===== src/rtl/core/dhc_pkg.sv =====
// dhc_pkg: shared types and constants of the depth-to-hue colormap unit.
// No dependencies; used by every module under rtl/core.

package dhc_pkg;

   // Widths of the fixed fields
   localparam int DEPTH_W  = 16;
   localparam int CHAN_W   = 8;
   localparam int SECTOR_W = 3;
   localparam int BITS_W   = 8;
   localparam int CSR_IDX_W = 1;

   // Cell counts of the two division passes
   localparam int SECTOR_CELLS = 3;
   localparam int RAMP_CELLS   = 8;

   // Input beat to result strobe, in cycles
   localparam int LATENCY = 2 + SECTOR_CELLS + 1 + RAMP_CELLS + 1;

   // Register indexes
   localparam logic [CSR_IDX_W-1:0] CSR_RANGE_LOW  = 1'b0;
   localparam logic [CSR_IDX_W-1:0] CSR_RANGE_HIGH = 1'b1;

   // Register reset values
   localparam logic [DEPTH_W-1:0] RANGE_LOW_RESET  = 16'd500;
   localparam logic [DEPTH_W-1:0] RANGE_HIGH_RESET = 16'd5800;

   // Hue sectors, red end first
   localparam logic [SECTOR_W-1:0] SECTOR_RED    = 3'd0;
   localparam logic [SECTOR_W-1:0] SECTOR_YELLOW = 3'd1;
   localparam logic [SECTOR_W-1:0] SECTOR_GREEN  = 3'd2;
   localparam logic [SECTOR_W-1:0] SECTOR_CYAN   = 3'd3;
   localparam logic [SECTOR_W-1:0] SECTOR_BLUE   = 3'd4;

   localparam logic [CHAN_W-1:0] CHAN_FULL = 8'd255;

   // One pixel moving down the cell chain
   typedef struct packed {
      logic                valid;
      logic                black;   // no reading
      logic                blue;    // empty or inverted range
      logic                frame;
      logic [SECTOR_W-1:0] sector;
      logic [DEPTH_W-1:0]  den;
      logic [DEPTH_W-1:0]  rem;     // partial remainder
      logic [BITS_W-1:0]   bits;    // dividend bits out, quotient bits in
   } beat_type;

endpackage


===== src/rtl/core/depth_to_hue_colormap_unit.sv =====
// depth_to_hue_colormap_unit: top level, depth pixel in, RGB pixel out.
// Depends on dhc_pkg, dhc_prep, dhc_div_cell, dhc_ramp.
//
//   channel  ports                              handshake
//   -------  ---------------------------------  ---------------------------
//   request  req_depth_mm, req_frame_end        start && !busy
//   result   rsp_red/green/blue, rsp_frame_last rsp_valid, one-cycle strobe
//   config   csr_index, csr_wdata               csr_valid && csr_ready
//
// One pixel is taken every cycle while busy is low; each result strobes
// once its beat has passed the prep stages, 3 sector cells, the ramp
// stage, 8 ramp cells and output stage. Reset is synchronous; busy is
// high for the cycle after reset and low otherwise. The receiver cannot
// stall, so the chain always advances and csr_ready is always high.

module depth_to_hue_colormap_unit (
   input  logic                          clock,
   input  logic                          reset,
   input  logic                          start,
   output logic                          busy,
   input  logic [dhc_pkg::DEPTH_W-1:0]   req_depth_mm,
   input  logic                          req_frame_end,
   output logic                          rsp_valid,
   output logic [dhc_pkg::CHAN_W-1:0]    rsp_red,
   output logic [dhc_pkg::CHAN_W-1:0]    rsp_green,
   output logic [dhc_pkg::CHAN_W-1:0]    rsp_blue,
   output logic                          rsp_frame_last,
   input  logic                          csr_valid,
   output logic                          csr_ready,
   input  logic [dhc_pkg::CSR_IDX_W-1:0] csr_index,
   input  logic [dhc_pkg::DEPTH_W-1:0]   csr_wdata
);

   logic                          busy_ff;
   logic                          accept;
   logic [dhc_pkg::DEPTH_W-1:0]   range_low_ff;
   logic [dhc_pkg::DEPTH_W-1:0]   range_high_ff;

   dhc_pkg::beat_type             sector_chain [0:dhc_pkg::SECTOR_CELLS];
   dhc_pkg::beat_type             ramp_chain   [0:dhc_pkg::RAMP_CELLS];
   dhc_pkg::beat_type             last_beat;

   logic [dhc_pkg::CHAN_W-1:0]    up;
   logic [dhc_pkg::CHAN_W-1:0]    down;
   logic [dhc_pkg::CHAN_W-1:0]    red_in;
   logic [dhc_pkg::CHAN_W-1:0]    green_in;
   logic [dhc_pkg::CHAN_W-1:0]    blue_in;
   logic                          valid_ff;
   logic [dhc_pkg::CHAN_W-1:0]    red_ff;
   logic [dhc_pkg::CHAN_W-1:0]    green_ff;
   logic [dhc_pkg::CHAN_W-1:0]    blue_ff;
   logic                          frame_ff;

   // Hold busy for one cycle out of reset
   always_ff @(posedge clock) begin
      busy_ff <= reset;
   end

   assign busy      = busy_ff;
   assign accept    = start && !busy_ff;
   assign csr_ready = 1'b1;

   // Take register writes
   always_ff @(posedge clock) begin
      if (reset) begin
         range_low_ff  <= dhc_pkg::RANGE_LOW_RESET;
         range_high_ff <= dhc_pkg::RANGE_HIGH_RESET;
      end else if (csr_valid) begin
         case (csr_index)
            dhc_pkg::CSR_RANGE_LOW:  range_low_ff  <= csr_wdata;
            dhc_pkg::CSR_RANGE_HIGH: range_high_ff <= csr_wdata;
            default: ;
         endcase
      end
   end

   // Clamp and seed the sector pass
   dhc_prep u_prep (
      .clock        (clock),
      .reset        (reset),
      .valid_i      (accept),
      .depth_i      (req_depth_mm),
      .frame_i      (req_frame_end),
      .range_low_i  (range_low_ff),
      .range_high_i (range_high_ff),
      .beat_o       (sector_chain[0])
   );

   // Sector pass: 4*(high-d) / (high-low)
   for (genvar i = 0; i < dhc_pkg::SECTOR_CELLS; i++) begin : g_sector
      dhc_div_cell u_cell (
         .clock  (clock),
         .reset  (reset),
         .beat_i (sector_chain[i]),
         .beat_o (sector_chain[i+1])
      );
   end

   dhc_ramp u_ramp (
      .clock  (clock),
      .reset  (reset),
      .beat_i (sector_chain[dhc_pkg::SECTOR_CELLS]),
      .beat_o (ramp_chain[0])
   );

   // Ramp pass: 255*rem / (high-low)
   for (genvar i = 0; i < dhc_pkg::RAMP_CELLS; i++) begin : g_ramp
      dhc_div_cell u_cell (
         .clock  (clock),
         .reset  (reset),
         .beat_i (ramp_chain[i]),
         .beat_o (ramp_chain[i+1])
      );
   end

   assign last_beat = ramp_chain[dhc_pkg::RAMP_CELLS];

   // Rising ramp is the quotient; falling ramp is 255 minus its ceiling
   always_comb begin
      up   = last_beat.bits;
      down = dhc_pkg::CHAN_FULL - up
           - {{(dhc_pkg::CHAN_W-1){1'b0}}, last_beat.rem != '0};
   end

   // Pick the color: black for no reading, blue for an empty or inverted range, else by sector
   always_comb begin
      red_in   = '0;
      green_in = '0;
      blue_in  = '0;
      if (last_beat.black) begin
         blue_in = '0;
      end else if (last_beat.blue) begin
         blue_in = dhc_pkg::CHAN_FULL;
      end else begin
         case (last_beat.sector)
            dhc_pkg::SECTOR_RED: begin
               red_in   = dhc_pkg::CHAN_FULL;
               green_in = up;
            end
            dhc_pkg::SECTOR_YELLOW: begin
               red_in   = down;
               green_in = dhc_pkg::CHAN_FULL;
            end
            dhc_pkg::SECTOR_GREEN: begin
               green_in = dhc_pkg::CHAN_FULL;
               blue_in  = up;
            end
            dhc_pkg::SECTOR_CYAN: begin
               green_in = down;
               blue_in  = dhc_pkg::CHAN_FULL;
            end
            default: begin
               blue_in = dhc_pkg::CHAN_FULL;
            end
         endcase
      end
   end

   // Register the result beat
   always_ff @(posedge clock) begin
      if (reset) begin
         valid_ff <= 1'b0;
      end else begin
         valid_ff <= last_beat.valid;
      end
   end

   always_ff @(posedge clock) begin
      red_ff   <= red_in;
      green_ff <= green_in;
      blue_ff  <= blue_in;
      frame_ff <= last_beat.frame;
   end

   assign rsp_valid      = valid_ff;
   assign rsp_red        = red_ff;
   assign rsp_green      = green_ff;
   assign rsp_blue       = blue_ff;
   assign rsp_frame_last = frame_ff;

   // A result strobes only for a matching request beat taken by the unit
   a_latency : assert property (@(posedge clock) disable iff (reset)
      rsp_valid |-> $past(accept, dhc_pkg::LATENCY))
      else $error("result without a matching request beat");

   // No reading gives black
   a_black : assert property (@(posedge clock) disable iff (reset)
      rsp_valid && $past(accept && req_depth_mm == '0, dhc_pkg::LATENCY)
      |-> (rsp_red == '0 && rsp_green == '0 && rsp_blue == '0))
      else $error("zero depth did not give black");

   // Division leaves a sector of at most four and a remainder below range
   a_divide : assert property (@(posedge clock) disable iff (reset)
      last_beat.valid && !last_beat.black && !last_beat.blue
      |-> (last_beat.sector <= dhc_pkg::SECTOR_BLUE && last_beat.rem < last_beat.den))
      else $error("division chain out of bounds");

   // Full saturation: some channel at full scale unless black
   a_saturation : assert property (@(posedge clock) disable iff (reset)
      rsp_valid |-> (rsp_red == dhc_pkg::CHAN_FULL || rsp_green == dhc_pkg::CHAN_FULL ||
                     rsp_blue == dhc_pkg::CHAN_FULL ||
                     (rsp_red | rsp_green | rsp_blue) == '0))
      else $error("color not at full saturation");

endmodule


===== src/rtl/core/dhc_div_cell.sv =====
// dhc_div_cell: one restoring-division step, registered.
// Depends on dhc_pkg (beat_type).

module dhc_div_cell (
   input  logic              clock,
   input  logic              reset,
   input  dhc_pkg::beat_type beat_i,
   output dhc_pkg::beat_type beat_o
);

   dhc_pkg::beat_type beat_ff;
   dhc_pkg::beat_type beat_in;

   logic [dhc_pkg::DEPTH_W:0] trial;
   logic                      fits;

   // Shift in the next dividend bit, subtract the divisor when it fits
   always_comb begin
      trial   = {beat_i.rem, beat_i.bits[dhc_pkg::BITS_W-1]};
      fits    = trial >= {1'b0, beat_i.den};
      beat_in = beat_i;
      beat_in.rem  = fits ? dhc_pkg::DEPTH_W'(trial - {1'b0, beat_i.den})
                          : trial[dhc_pkg::DEPTH_W-1:0];
      beat_in.bits = {beat_i.bits[dhc_pkg::BITS_W-2:0], fits};
   end

   // Hand the beat to the next cell
   always_ff @(posedge clock) begin
      if (reset) begin
         beat_ff.valid <= 1'b0;
      end else begin
         beat_ff <= beat_in;
      end
   end

   assign beat_o = beat_ff;

endmodule


===== src/rtl/core/dhc_prep.sv =====
// dhc_prep: clamps the depth and loads the first division cell (two stages).
// Depends on dhc_pkg (beat_type, widths).

module dhc_prep (
   input  logic                        clock,
   input  logic                        reset,
   input  logic                        valid_i,
   input  logic [dhc_pkg::DEPTH_W-1:0] depth_i,
   input  logic                        frame_i,
   input  logic [dhc_pkg::DEPTH_W-1:0] range_low_i,
   input  logic [dhc_pkg::DEPTH_W-1:0] range_high_i,
   output dhc_pkg::beat_type           beat_o
);

   dhc_pkg::beat_type           clamp_ff;
   dhc_pkg::beat_type           clamp_in;
   dhc_pkg::beat_type           load_ff;
   dhc_pkg::beat_type           load_in;
   logic [dhc_pkg::DEPTH_W-1:0] diff;

   // Stage one: flags, range width and clamped depth (kept in rem)
   always_comb begin
      clamp_in        = '0;
      clamp_in.valid  = valid_i;
      clamp_in.black  = depth_i == '0;
      clamp_in.blue   = range_low_i >= range_high_i;
      clamp_in.frame  = frame_i;
      clamp_in.den    = range_high_i - range_low_i;
      if (depth_i > range_high_i) begin
         clamp_in.rem = range_high_i;
      end else if (depth_i < range_low_i) begin
         clamp_in.rem = range_low_i;
      end else begin
         clamp_in.rem = depth_i;
      end
   end

   // Stage two: dividend 4*(high-d); top bits seed the remainder, which
   // stays below the divisor since the sector is at most four
   always_comb begin
      diff         = range_high_i - clamp_ff.rem;
      load_in      = clamp_ff;
      load_in.rem  = {1'b0, diff[dhc_pkg::DEPTH_W-1:1]};
      load_in.bits = {diff[0], {(dhc_pkg::BITS_W-1){1'b0}}};
   end

   always_ff @(posedge clock) begin
      if (reset) begin
         clamp_ff.valid <= 1'b0;
         load_ff.valid  <= 1'b0;
      end else begin
         clamp_ff <= clamp_in;
         load_ff  <= load_in;
      end
   end

   assign beat_o = load_ff;

endmodule


===== src/rtl/core/dhc_ramp.sv =====
// dhc_ramp: takes the sector and remainder, forms 255*rem for the ramp pass.
// Depends on dhc_pkg (beat_type, widths).

module dhc_ramp (
   input  logic              clock,
   input  logic              reset,
   input  dhc_pkg::beat_type beat_i,
   output dhc_pkg::beat_type beat_o
);

   localparam int PROD_W = dhc_pkg::DEPTH_W + dhc_pkg::BITS_W;

   dhc_pkg::beat_type  beat_ff;
   dhc_pkg::beat_type  beat_in;
   logic [PROD_W-1:0]  prod;

   // 255*rem as (rem << 8) - rem; quotient stays under 256
   always_comb begin
      prod = {beat_i.rem, {dhc_pkg::BITS_W{1'b0}}}
           - {{dhc_pkg::BITS_W{1'b0}}, beat_i.rem};
      beat_in        = beat_i;
      beat_in.sector = beat_i.bits[dhc_pkg::SECTOR_W-1:0];
      beat_in.rem    = prod[PROD_W-1:dhc_pkg::BITS_W];
      beat_in.bits   = prod[dhc_pkg::BITS_W-1:0];
   end

   always_ff @(posedge clock) begin
      if (reset) begin
         beat_ff.valid <= 1'b0;
      end else begin
         beat_ff <= beat_in;
      end
   end

   assign beat_o = beat_ff;

endmodule


===== config.mk =====
export PLATFORM = sky130hd
export DESIGN_NAME = depth_to_hue_colormap_unit
export DESIGN_NICKNAME = d
export VERILOG_FILES = /design/src/rtl/core/dhc_pkg.sv /design/src/rtl/core/depth_to_hue_colormap_unit.sv /design/src/rtl/core/dhc_div_cell.sv /design/src/rtl/core/dhc_prep.sv /design/src/rtl/core/dhc_ramp.sv
export SDC_FILE = /design/constraint.sdc
export NUM_CORES = 1
export LEC_CHECK = 0
export BUFFER_PORTS_ARGS = -buffer_cell sky130_fd_sc_hd__buf_2
export CORE_MARGIN = 4
export CORE_UTILIZATION = 55
export DETAILED_ROUTE_END_ITERATION = 10
export GPL_TIMING_DRIVEN = 0
export PLACE_DENSITY = 0.71
export SETUP_SLACK_MARGIN = 0.1
export SKIP_CTS_REPAIR_TIMING = 1
export SLEW_MARGIN = 20
export SYNTH_ARGS = -nofsm -noshare
export SYNTH_HDL_FRONTEND = slang
export SYNTH_SLANG_ARGS = --single-unit

===== constraint.sdc =====
create_clock -name clock -period 32.9 [get_ports clock]
set_input_delay 1.645 -clock clock [delete_from_list [all_inputs] [get_ports clock]]
set_output_delay 1.645 -clock clock [all_outputs]
set_load 0.01 [all_outputs]

==> results.yml <==
clock_network:
  path_clk_slew_ns: 0.06
  worstSkewPairLatency_ns: 0.61
  clock_sinks: 652
  ctsRootBufferMaster: "clkbuf_16"
  cts_tree: "done"
  htree_num_levels: 3
  cts_buffers: 71
  clockBufferDepth: 3
logic_synthesis:
  synthFlopType: "edfxtp_1"
  netlist_area_sq_um: 34100
  ys_seq_elements: 652
  synthDistinctLibCells: 84
  synth.area.top_cells: "edfxtp_1 51%, ha_1 9.1%, dfxtp_1 4.3%"
  synth_edf_count: 579
  avgSynthCellArea_sq_um: 12.0
  synth.largest_area_cell: "edfxtp_1"
  yosys.area.top_type_share_pct: 51.0
  ys_seq_area_share_pct: 55.2
  yosysWarnings: 0
  netlist_instances: 2850
  synth_nets: 3150
  async_flop_share_pct: 0
placed_design:
  port_buffers: 64
  place_congestion: 0.868
  dp_slack_ns: 28.35
  post-dp-hpwl_mm: 53.4
drt:
  drc: 0
  drt-met1-wl_mm: 30.7
  wl_met3_mm: 2.88
  drtIter0Drc: 1513
  via_per_inst: 5.65
  routed_wirelength_mm: 70.6
  wl_per_cell_microns: 18.1
  routed.top_layer: "met4"
  met2_wirelength_mm: 35.1
  vias: 22000
  firstDrtPassIters: 6
  antenna_left: 0
floorplan:
  rows: 91
  die_y_microns: 257
  fp.coreArea_sq_um: 61600
  die-width_microns: 257
  start_util_pct: 55.4
  dieArea_sq_um: 66100
  io_pins: 66
critical_path:
  reg2reg_from: "g_sector[1].u_cell.beat_o[26]"
  reg2reg_depth: 11
  end_kind: "register"
  cp_top_family: "buffers and inverters"
  worst_ep_required_time_ns: 33.22
  path_cells: "buf_2 -> ha_1 -> nor2b_1 -> o21ai_0 -> nand2b_1 -> a21oi_1 -> o21ai_0 -> a21oi_1 -> a21o_1 -> clkbuf_1 -> buf_1 -> mux2i_1"
  arrival_ns: 4.29
  worst-path-stages: 12
  cp-start-kind: "input port"
  slowest_delay_ns: 0.66
  reg2reg_to: "g_sector[2].u_cell.beat_o[14]"
  cp_slowest_cell: "buf_1"
  r2r_setup_slack_ns: 29.27
  cp_max_fo: 10
  criticalPathCategory: "input port to register"
  crit_end: "u_prep.clamp_ff[15]"
  path_buf_inv: 3
  cp-startpoint: "req_depth_mm[1]"
grt:
  track_usage_pct: 21.3
  grt_first_pass_wirelength_mm: 115
  antenna_found_initial: 1
  grt_pass1_vias: 22300
  grt_max_degree: 61
  overflow: 0
run:
  drv_cap: 0
cells_and_area:
  nNetsFinal: 3299
  area_delta_synth_final_pct: 11.8
  final_util_pct: 61.9
  fill_cells: 4784
  drive_gt1_share_pct: 10.7
outcome:
  status: "finished, final reports clean"
timing:
  tightest_slew_ns: 0.795
  drv_slew: 0
  rsz0062_at_grt: "no"
  setup_violations: 0
  relSlewSlack_pct: 46.3
  max_freq_mhz: 252
  skew_ns: 0.0218
  fin_crit_sh_pct: 12.1
  hold_ws_ns: 0.350
  worst_slack_ns: 28.93
  min_period_ns: 3.97
  fin_tns_setup_ns: 0
  hold_viol_final: 0
power:
  p_total_uw: 3410
  ir_drop_uv: 45.1
  power_leakage_uw: 0.0156
  pwr_density_cell_nw_per_um2: 89.3
hold_path:
  hold_class: "register to register"
-- cells in the mapped netlist (16+ instances only) --
master	n
a211o_1	17
a21o_1	70
a21oi_1	188
clkbuf_1	41
dfxtp_1	73
edfxtp_1	579
ha_1	249
inv_1	297
mux2_2	67
mux2_4	32
mux2i_1	58
nand2_1	172
nand2b_1	31
nand3_1	38
nand4_1	37
nor2_1	164
nor2b_1	61
nor3_1	42
nor4_1	16
o211ai_1	28
o21a_1	58
o21ai_0	124
o31a_1	18
o31ai_1	16
xnor2_1	89
xor2_1	73
-- worst reg2reg max path, cell delays in order, from the launching register on --
cell	delay, ns
edfxtp_1	0.49
inv_1	0.10
ha_1	0.37
o21a_1	0.14
o31a_1	0.17
o31ai_1	0.09
a21oi_1	0.21
nand4_1	0.15
nand2_1	0.30
clkbuf_1	0.46
clkbuf_1	0.57
a21oi_1	0.29
-- registers in the layout, summed over array words and instances (netlist names) --
name / count
g_ramp.u_cell.beat_o: 360
g_sector.u_cell.beat_o: 114
u_ramp.beat_o: 47
u_prep.beat_o: 36
u_prep.clamp_ff: 36
range_high_ff: 16
range_low_ff: 16
rsp_blue: 8
rsp_green: 8
rsp_red: 8
busy: 1
rsp_frame_last: 1
rsp_valid: 1
-- logic make-up (layout without fill, tap and decap cells) --
logic type / count (synthesis) / after routing / synth area share (%)
adder cells (fa/ha/maj): 262 / 262 / 9.89
other: 1 / 2 / 0.0110
AO/OA/AOI/OAI: 640 / 640 / 12.3
flip-flops: 652 / 652 / 55.2
AND/OR/NAND/NOR: 619 / 619 / 8.77
buffers and inverters: 354 / 561 / 4.20
multiplexers: 160 / 160 / 5.42
XOR/XNOR: 162 / 162 / 4.16
-- power breakdown --
group,internal [uW],switching (uW),leakage [uW]
registers,1160,96.6,0.00625
logic,624,733,0.00823
clock network,461,331,0.00113
-- cell type report --
type	count	area [sq um]	area share (%)
Antenna cell	1	2.50	0.00656
Buffer	57	323	0.846
Clock buffer	84	1840	4.81
Clock inverter	47	522	1.37
Inverter	297	1110	2.92
Multi-Input combinational cell	1844	13800	36.3
Sequential cell	652	18800	49.4
Tap cell	837	1050	2.75
Timing Repair Buffer	76	606	1.59
-- worst min path at each step --
| stage | start | to | cells past startpoint | slack (ns) |
|---|---|---|---|---|
| detailed placement | g_ramp[7].u_cell.beat_o[43] | rsp_frame_last | 0 | 0.33 |
| CTS | g_ramp[7].u_cell.beat_o[43] | rsp_frame_last | 0 | 0.35 |
| finish | g_ramp[7].u_cell.beat_o[43] | rsp_frame_last | 0 | 0.35 |
| global placement | g_ramp[7].u_cell.beat_o[43] | rsp_frame_last | 0 | 0.33 |
| global route | g_ramp[7].u_cell.beat_o[43] | rsp_frame_last | 0 | 0.35 |
| floorplan | g_ramp[7].u_cell.beat_o[43] | rsp_frame_last | 0 | 0.32 |
-- metrics by stage --
| step | instances | cell area, sq um |
|---|---|---|
| after floorplan | 2850 | 34100 |
| after global placement | 3751 | 35500 |
| after detailed placement | 3763 | 35800 |
| after CTS | 3894 | 38100 |
| after global routing | 3894 | 38100 |
| final | 3895 | 38100 |
-- placed cells by master, fill, tap and decap left out, types with 61 or more instances in the layout --
master,n
mux2_2,67
o21ai_0,124
nand2_1,172
dfxtp_1,73
inv_1,297
a21o_1,70
xor2_1,73
ha_1,249
edfxtp_1,579
clkbuf_16,71
nor2b_1,61
nor2_1,164
buf_2,66
a21oi_1,188
xnor2_1,89
-- metal layers --
layer  global-route usage, %  vias up
met2                    36.8      484
met5                       0        -
met3                    2.93      124
li1                        -    10700
met4                    7.17        0
met1                    27.8    10700
No activity file was read; power rests on OpenSTA's default activity.
